===== config.mk =====
export PLATFORM = sky130hd
export DESIGN_NAME = nibble_diffusion_scrambler_top
export DESIGN_NICKNAME = d
export VERILOG_FILES = /design/src/nds_pkg.sv /design/src/nibble_diffusion_scrambler_top.sv
export SDC_FILE = /design/constraint.sdc
export NUM_CORES = 1
export LEC_CHECK = 0
export BUFFER_PORTS_ARGS = -buffer_cell sky130_fd_sc_hd__buf_2
export CORE_UTILIZATION = 50
export CTS_CLUSTER_SIZE = 25
export DETAILED_ROUTE_END_ITERATION = 10
export GPL_TIMING_DRIVEN = 1
export PLACE_DENSITY = 0.69
export SLEW_MARGIN = 20
export SYNTH_ARGS = -nofsm -noshare
export SYNTH_HDL_FRONTEND = slang
export SYNTH_SLANG_ARGS = --single-unit

===== constraint.sdc =====
create_clock -name clk -period 12.4 [get_ports clk]
set_clock_uncertainty 0.1 [all_clocks]
set_input_delay 0.62 -clock clk [delete_from_list [all_inputs] [get_ports clk]]
set_output_delay 0.62 -clock clk [all_outputs]
set_load 0.01 [all_outputs]

===== src/nds_pkg.sv =====
// Shared constants, types and nibble mask functions for the nibble diffusion scrambler.
package nds_pkg;

  localparam logic [31:0] KEY_RESET  = 32'h6A09_E667;
  localparam int          FIFO_DEPTH = 4;
  localparam int          PTR_W      = $clog2(FIFO_DEPTH);
  localparam int          CNT_W      = $clog2(FIFO_DEPTH + 1);

  // register indexes
  localparam logic        REG_MODE = 1'b0;
  localparam logic        REG_KEY  = 1'b1;

  // mode codes
  localparam logic        MODE_DIFFUSE   = 1'b0;
  localparam logic        MODE_UNDIFFUSE = 1'b1;

  typedef struct packed {
    logic       last;
    logic [7:0] data;
  } res_t;

  function automatic logic [4:0] sq_shift(input logic [3:0] k);
    logic [7:0] kk;
    kk = {4'd0, k} * {4'd0, k};
    return kk[4:0];
  endfunction

  // F: nibble XOR low bits of key rotated right by k*k mod 32
  function automatic logic [3:0] mask_f(input logic [31:0] key, input logic [3:0] k);
    logic [63:0] dbl;
    dbl = {key, key} >> sq_shift(k);
    return k ^ dbl[3:0];
  endfunction

  // G: same with a left rotate, i.e. a right rotate by 32 - n
  function automatic logic [3:0] mask_g(input logic [31:0] key, input logic [3:0] k);
    logic [4:0]  sh;
    logic [63:0] dbl;
    sh  = 5'd0 - sq_shift(k);
    dbl = {key, key} >> sh;
    return k ^ dbl[3:0];
  endfunction

endpackage


===== src/nibble_diffusion_scrambler_top.sv =====
// Nibble diffusion scrambler / descrambler over a byte stream, with a small result queue.
// Timing: a de-diffused byte is written to the result queue when it is taken; a diffused byte
//   is written when its successor is taken. The last byte of a message is written together with
//   its predecessor's result and follows it out; a single-byte message is written when taken.
// Throughput: one item per cycle; in_tready drops only while the four-entry result queue
//   holds more than two results, so it cannot take the two results of a last byte.
// Reset (rst_n low, synchronous): mode diffuse, key 0x6A09E667, queue and stream state empty.
module nibble_diffusion_scrambler_top (
  input  logic                 clk,
  input  logic                 rst_n,
  // configuration
  input  logic                 cfg_we,
  input  logic                 cfg_index,
  input  logic [31:0]          cfg_wdata,
  // input stream
  input  logic                 in_tvalid,
  output logic                 in_tready,
  input  logic [7:0]           in_tdata,   // [7:0] data_byte
  input  logic                 in_tlast,   // end_of_message
  // result stream
  output logic                 out_tvalid,
  input  logic                 out_tready,
  output logic [7:0]           out_tdata,  // [7:0] out_byte
  output logic                 out_tlast   // out_last
);
  import nds_pkg::*;

  logic                mode_r;
  logic [31:0]         key_r;
  logic [7:0]          held_byte_r, held_byte_nxt;
  logic                held_valid_r, held_valid_nxt;
  logic [3:0]          prev_hi_r, prev_hi_nxt;
  logic                in_msg_r, in_msg_nxt;

  res_t                fifo_r [FIFO_DEPTH];
  logic [PTR_W-1:0]    wr_ptr_r, rd_ptr_r;
  logic [CNT_W-1:0]    count_r;

  logic                in_acc, out_acc;
  logic [3:0]          hi, lo, lo_fix, hi_fix;
  logic [7:0]          cur;
  res_t                res0, res1;
  logic [1:0]          n_push;

  assign in_acc     = in_tvalid && in_tready;
  assign out_acc    = out_tvalid && out_tready;
  assign in_tready  = count_r <= CNT_W'(FIFO_DEPTH - 2);
  assign out_tvalid = count_r != '0;
  assign out_tdata  = fifo_r[rd_ptr_r].data;
  assign out_tlast  = fifo_r[rd_ptr_r].last;

  assign hi = in_tdata[7:4];
  assign lo = in_tdata[3:0];

  always_comb begin
    held_byte_nxt  = held_byte_r;
    held_valid_nxt = held_valid_r;
    prev_hi_nxt    = prev_hi_r;
    in_msg_nxt     = in_msg_r;
    res0           = '0;
    res1           = '0;
    n_push         = 2'd0;
    lo_fix         = lo;
    hi_fix         = hi;
    cur            = '0;
    if (mode_r == MODE_DIFFUSE) begin
      cur = {hi ^ mask_f(key_r, lo), lo};
      if (held_valid_r) begin
        // held byte gets G of this byte's original high nibble
        res0   = '{last: 1'b0, data: held_byte_r ^ {4'd0, mask_g(key_r, hi)}};
        n_push = 2'd1;
        if (in_tlast) begin
          res1   = '{last: 1'b1, data: cur};
          n_push = 2'd2;
        end
      end else if (in_tlast) begin
        res0   = '{last: 1'b1, data: cur};
        n_push = 2'd1;
      end
      held_byte_nxt  = in_tlast ? 8'd0 : cur;
      held_valid_nxt = !in_tlast;
      in_msg_nxt     = !in_tlast;
    end else begin
      if (in_msg_r) lo_fix = lo ^ mask_g(key_r, prev_hi_r);
      hi_fix      = hi ^ mask_f(key_r, lo_fix);
      res0        = '{last: in_tlast, data: {hi_fix, lo_fix}};
      n_push      = 2'd1;
      prev_hi_nxt = in_tlast ? 4'd0 : hi_fix;
      in_msg_nxt  = !in_tlast;
    end
  end

  // configuration and stream state
  always_ff @(posedge clk) begin
    if (!rst_n) begin
      mode_r       <= MODE_DIFFUSE;
      key_r        <= KEY_RESET;
      held_byte_r  <= '0;
      held_valid_r <= 1'b0;
      prev_hi_r    <= '0;
      in_msg_r     <= 1'b0;
    end else if (cfg_we && cfg_index == REG_MODE) begin
      // a mode write drops any message in progress
      mode_r       <= cfg_wdata[0];
      held_byte_r  <= '0;
      held_valid_r <= 1'b0;
      prev_hi_r    <= '0;
      in_msg_r     <= 1'b0;
    end else begin
      if (cfg_we && cfg_index == REG_KEY) key_r <= cfg_wdata;
      if (in_acc) begin
        held_byte_r  <= held_byte_nxt;
        held_valid_r <= held_valid_nxt;
        prev_hi_r    <= prev_hi_nxt;
        in_msg_r     <= in_msg_nxt;
      end
    end
  end

  // result queue pointers
  always_ff @(posedge clk) begin
    if (!rst_n) begin
      wr_ptr_r <= '0;
      rd_ptr_r <= '0;
      count_r  <= '0;
    end else begin
      if (in_acc) wr_ptr_r <= wr_ptr_r + PTR_W'(n_push);
      if (out_acc) rd_ptr_r <= rd_ptr_r + PTR_W'(1);
      count_r <= count_r + (in_acc ? CNT_W'(n_push) : CNT_W'(0))
                         - (out_acc ? CNT_W'(1) : CNT_W'(0));
    end
  end

  // result queue payload
  always_ff @(posedge clk) begin
    if (in_acc && n_push != 2'd0) fifo_r[wr_ptr_r] <= res0;
    if (in_acc && n_push == 2'd2) fifo_r[wr_ptr_r + PTR_W'(1)] <= res1;
  end

endmodule


## After elaboration in Yosys (flattened, before gate mapping)

Memory sizes are Yosys's and may differ from the RTL's. A register that Yosys moved wholly into a read port is not among the register bits.
Index checks and enable logic that the tools add are counted.

- Register bits: 54
- Bits in writable memories: 36
- Input bits: 47
- Output and inout bits: 11
- Logic and storage cells: 73
- Memories: 1

- Add/sub/neg operators: 7
- $mul: 4
- Magnitude comparators: 1
- Eq/ne operators: 1
- Shift operators: 4
- Mux-type cells: 21
- Bitwise operators: 12
- Reduce and logical (&&, ||, !) cells: 13

Memory list:

| name | words | bits a word | read ports | clocked after memory_dff | wr ports | line | RTL |
|---|---|---|---|---|---|---|---|
| fifo_r | 4 | 9 | 1 | 1 | 2 | nibble_diffusion_scrambler_top.sv:35 | `res_t fifo_r [FIFO_DEPTH];` |

Operators with widths:

| operator | number |
|---|---|
| $shr A64 B5 Y4 | 4 |
| $mux W9 | 5 |
| $xor A4 B4 Y4 | 7 |
| $mul A4 B4 Y5 | 4 |
| $mux W2 | 6 |
| $mux W4 | 3 |
| $sub A1 B5 Y5 const A | 2 |
| $mux W8 | 1 |
| $xor A8 B4 Y8 | 1 |
| $logic_and A1 B1 Y1 | 6 |
| $mux W1 | 6 |
| $reduce_and A2 Y1 | 3 |
| $add A2 B1 Y2 const B | 2 |
| $not A1 Y1 | 4 |
| $add A3 B2 Y3 | 1 |
| $le A3 B2 Y1 const B | 1 |
| $reduce_bool A3 Y1 | 1 |
| $sub A3 B1 Y3 | 1 |
| $add A2 B2 Y2 | 1 |
| $eq A2 B2 Y1 const B | 1 |
| $reduce_bool A2 Y1 | 1 |
| $reduce_or A2 Y1 | 1 |
| $logic_not A1 Y1 | 1 |

## Longest topological paths before layout

- Depth in word-level cells: 12
- Mapped depth: 24
- Depth with buffers taken out: 18

## Worst setup path after synthesis

No wires, ideal clock.

- Path type: register to register
- Start: register prev_hi_r[1]
- End: memory fifo_r[3][4] in the netlist's numbering (data pin)
- Library setup time: 0.276 ns
- Arrival time: 5.890 ns
- Data required time: 12.024 ns
- Path slack: 6.134 ns
- Cell stages (with the launch flop): 22
- Buffers on the path: 7
- Period minus slack after synthesis: 6.266 ns
- Cell sequence: dfxtp_1 > buf_4 > clkbuf_1 > nand3_1 > fa_1 > clkbuf_1 > buf_2 > mux2i_1 > nor3_1 > a221o_1 > xor2_1 > buf_2 > nand2b_1 > or2_2 > fa_1 > clkbuf_1 > clkbuf_1 > mux2i_1 > a221o_1 > mux2i_1 > xnor2_1 > o221ai_1

RTL lines:

| element | line | RTL |
|---|---|---|
| start: declaration | nibble_diffusion_scrambler_top.sv:32 | `logic [3:0] prev_hi_r, prev_hi_nxt;` |
| start signal: assignment | nibble_diffusion_scrambler_top.sv:114 | `prev_hi_r <= prev_hi_nxt;` |
| end: declaration | nibble_diffusion_scrambler_top.sv:35 |  |

==> results.txt <==
- Die Ht: 115 um
- Global-route wire length before repair: 26,600 um
* CTS sink cnt: 92
- Number of placed cells counting well taps: 862
- Final instance count without filler cells: 878
* Number of H-tree branching levels: 3
- By count the netlist is led by nand2_1, mux2i_1, dfxtp_1.
- Subtracting the final worst setup slack from the clock period gives 7.02 ns.
- At the end of routability-driven placement, the weighted congestion stood at 0.893.
- Dominant cell by count in the synthesized netlist: nand2_1
- Post-synth design cell area: 0.00634 mm^2
- Setup crit end kind: flip-flop
- Net count reported at finish: 762
- Buffers added to address setup during post-CTS repair amount to 0.
- Normalized max-slew margin: 30.8%
- In the final layout, the multi-input gates occupy 0.00389 mm^2.
- Port buffering added 57 buffers.
- Ys flop type: dfxtp_1
* CTS tree: yes
- A synthesized cell averages 9.22 um^2.
- Across all layers, the routed design uses 5,270 vias.
* Largest net degree at the start of global routing: 44
* Layout overhead on the synthesized area: 10.2%
- Overall die area: 0.0131 mm^2
* CTS resizes: 0
* Count of flip-flops with a built-in enable after synthesis: 36
- Yosys warnings: 0
- Counting the fill cells in the layout gives 1,118.
* Register bit total from synthesis: 92
* Required arrival time at the worst endpoint: 12.36 ns
* Diode insertion count for antenna repair: 0
- Standby leakage power: 2.86 nW
- In this run, the number of DRC markers left after iteration 0 of detailed routing was 401.
- For this design, the CTS-stage hold fixing added 0 buffers.
- In this run the count of I/O pins placed on the die edge is 58.
* Number of placement rows: 40
* Maximum capacitance violations: 0
* Min-Delay Path Class: in2reg
- Once the floorplan was initialized, standard cells occupied 51.9% of the core.
- In this run the worst path has a maximum fanout of 23.
- The number of global-route vias before repair came to 4,929.
- In this run the power density over the cells is 144 mW/mm^2.
- The tree is rooted in a clkbuf_16.
* Fmax: 142 MHz
- At the worst endpoint, the arrival time is 6.99 ns.
* Maximum ir drop on the vdd rail: 0.0998 mV
* Horizontal die dimension: 115 um
- Slew at the pin with the worst max-slew slack: 1.04 ns
* Setup CP Type: reg2reg
- CTS clock-pin slew for the worst setup and hold paths: 0.07 ns
* Post-Synthesis Net Count: 745
* FFs w/ async S/R, synth: 0%
- Number of cells produced by synthesis: 688
- Synth top area share: 17.7%
- Setup violations remaining at the end of the flow were counted as 0.
- Summed over all layers, the global routing overflow is 0.
* Proportion of synthesized chip area in sequential cells: 34.7%
* Number of hold-slack violations in the final timing report: 0
- Global routing consumed, over all layers together, 26.6% of the routing resources.
* Pre-CTS worst setup slack: 5.42 ns
- After legalization and detailed placement, the total HPWL measured 12,200 um.
- No sink is reached through more buffers than the 2 on the longest clock path.
- Number of antenna-violating nets in the routed design: 0
- Leading cell types by total area after synthesis: dfxtp_1, edfxtp_1, mux2i_1
- The final layout contains routed wiring with a total length of 16,600 um.
* RSZ-0062 raised after global routing: false
- STA classifies the critical path startpoint as a flip-flop.
- The worst path meets setup with 5.38 ns of slack.
* Core footprint: 0.0122 mm^2
- Dividing the final minimum period by the clock period gives 56.6%.
- After detailed routing, the average wire length per cell comes to 18.9 um.
* Detailed-routing iteration count for the pre-antenna-repair pass: 5
- In the final timing run, aggregate negative setup slack is 0 ns.
- The initial antenna violation count came to 0.
* Sequential cell area: 0.00220 mm^2
- Counting the buffers created by CTS gives 9.
- Vias per cell: 6.00
- The number of pins exceeding their max-slew limit in the final report was 0.
- The biggest area contributor in the post-synthesis netlist is dfxtp_1.
- The synthesized netlist contains 56 unique library cells.
* Insertion delay to the later sink of the worst-skew pair: 0.35 ns
- After detailed routing, the number of remaining DRC violations is 0.
* Share of layout cells above drive strength 1: 16.2%
- The run finished with clean final reports.
==> cells in the final DEF (no fill, tap or decap), drive strengths merged, types with 4 or more instances in the layout <==
| master | synthesis | routed |
|---|---|---|
| and3 | 6 | 6 |
| nor2 | 32 | 32 |
| edfxtp | 36 | 36 |
| a21oi | 21 | 21 |
| a22oi | 11 | 11 |
| mux2i | 69 | 69 |
| a21boi | 18 | 18 |
| o41ai | 4 | 4 |
| nand3b | 4 | 4 |
| a221o | 7 | 7 |
| nor3b | 5 | 5 |
| o21ai | 23 | 23 |
| buf | 11 | 59 |
| ha | 7 | 7 |
| mux4 | 18 | 18 |
| nand3 | 28 | 28 |
| dfxtp | 56 | 56 |
| nand2b | 6 | 6 |
| nor2b | 15 | 15 |
| and2 | 10 | 10 |
| o221ai | 16 | 16 |
| clkbuf | 42 | 11 |
| inv | 8 | 10 |
| mux2 | 15 | 15 |
| xnor2 | 30 | 30 |
| nand2 | 135 | 135 |
| nor3 | 7 | 7 |
| a211oi | 11 | 11 |
| xor2 | 8 | 8 |
==> final timing paths <==
check	endpoint	slack, ns	depth (start not counted)	startpoint
max	fifo_r[1][7]	5.38	18	prev_hi_r[1]
min	key_r[27]	0.38	3	cfg_wdata[27]
max reg2reg	fifo_r[1][7]	5.38	18	prev_hi_r[1]
min reg2reg	held_byte_r[0]	0.42	2	held_byte_r[0]
==> report_power, final <==
group | switching (W) | internal, W | total, W
registers | 0.0000372 | 0.000347 | 0.000384
logic | 0.000157 | 0.000140 | 0.000297
clock network | 0.000120 | 0.000204 | 0.000324
total | 0.000313 | 0.000691 | 0.00100
==> sequential cells by signal (all words and copies together) (netlist names), named ones only <==
name	flops
count_r	3
fifo_r	36
held_byte_r	8
held_valid_r	1
in_msg_r	1
key_r	32
mode_r	1
prev_hi_r	4
rd_ptr_r	2
wr_ptr_r	2
==> stage by stage <==
| step | total power (W) | instance area [um^2] | hold slack [ns] | util (%) |
|---|---|---|---|---|
| 2_1_floorplan | 0.000606 | 6340 | 0.364 | - |
| 3_3_place_gp | 0.000677 | 6640 | 0.392 | 54.4 |
| 3_5_place_dp | 0.000686 | 6640 | 0.406 | 54.4 |
| 4_1_cts | 0.00101 | 6990 | 0.380 | 57.2 |
| 5_1_grt | 0.00105 | 6990 | 0.386 | 57.2 |
| 6_report | 0.00100 | 6990 | 0.383 | 57.2 |
==> routing by layer <==
metal,part of all wire [%],global-route usage [%]
met1,46,37.8
met2,46,40.3
met3,6.6,4.39
met4,1.9,10.3
met5,0,0
==> layout make-up <==
class | count | area share [%]
Multi-Input combinational cell | 535 | 55.7
Inverter | 8 | 0.430
Clock inverter | 5 | 1.54
Sequential cell | 92 | 31.5
Clock buffer | 11 | 3.47
Tap cell | 168 | 3.01
Timing Repair Buffer | 59 | 4.30
==> cells by family (layout without fill, tap and decap cells) <==
kind of cell             count (synthesis)  in the layout  share of synthesized area (%)
adder cells (fa/ha/maj)                 10             10                           2.33
multiplexers                           102            102                           20.1
buffers and inverters                   61             83                           3.89
AND/OR/NAND/NOR                        256            256                           18.6
AO/OA/AOI/OAI                          127            127                           14.4
flip-flops                              92             92                           34.7
XOR/XNOR                                40             40                           5.98
==> worst max-delay path, stage by stage (launching register included) <==
cell and delay, ns:
dfxtp_1 0.92, nand3_1 0.23, fa_1 0.98, mux4_2 0.39, mux2_2 0.28, nor3_2 0.11
a31oi_1 0.08, mux2i_2 0.25, xnor2_1 0.10, buf_4 0.22, nand2b_1 0.18, or2_2 0.30
fa_1 1.08, mux2_2 0.43, mux2_2 0.26, mux2i_1 0.12, mux2i_1 0.10, xnor2_1 0.39
o221ai_1 0.18
No activity file was read; power rests on OpenSTA's default activity.
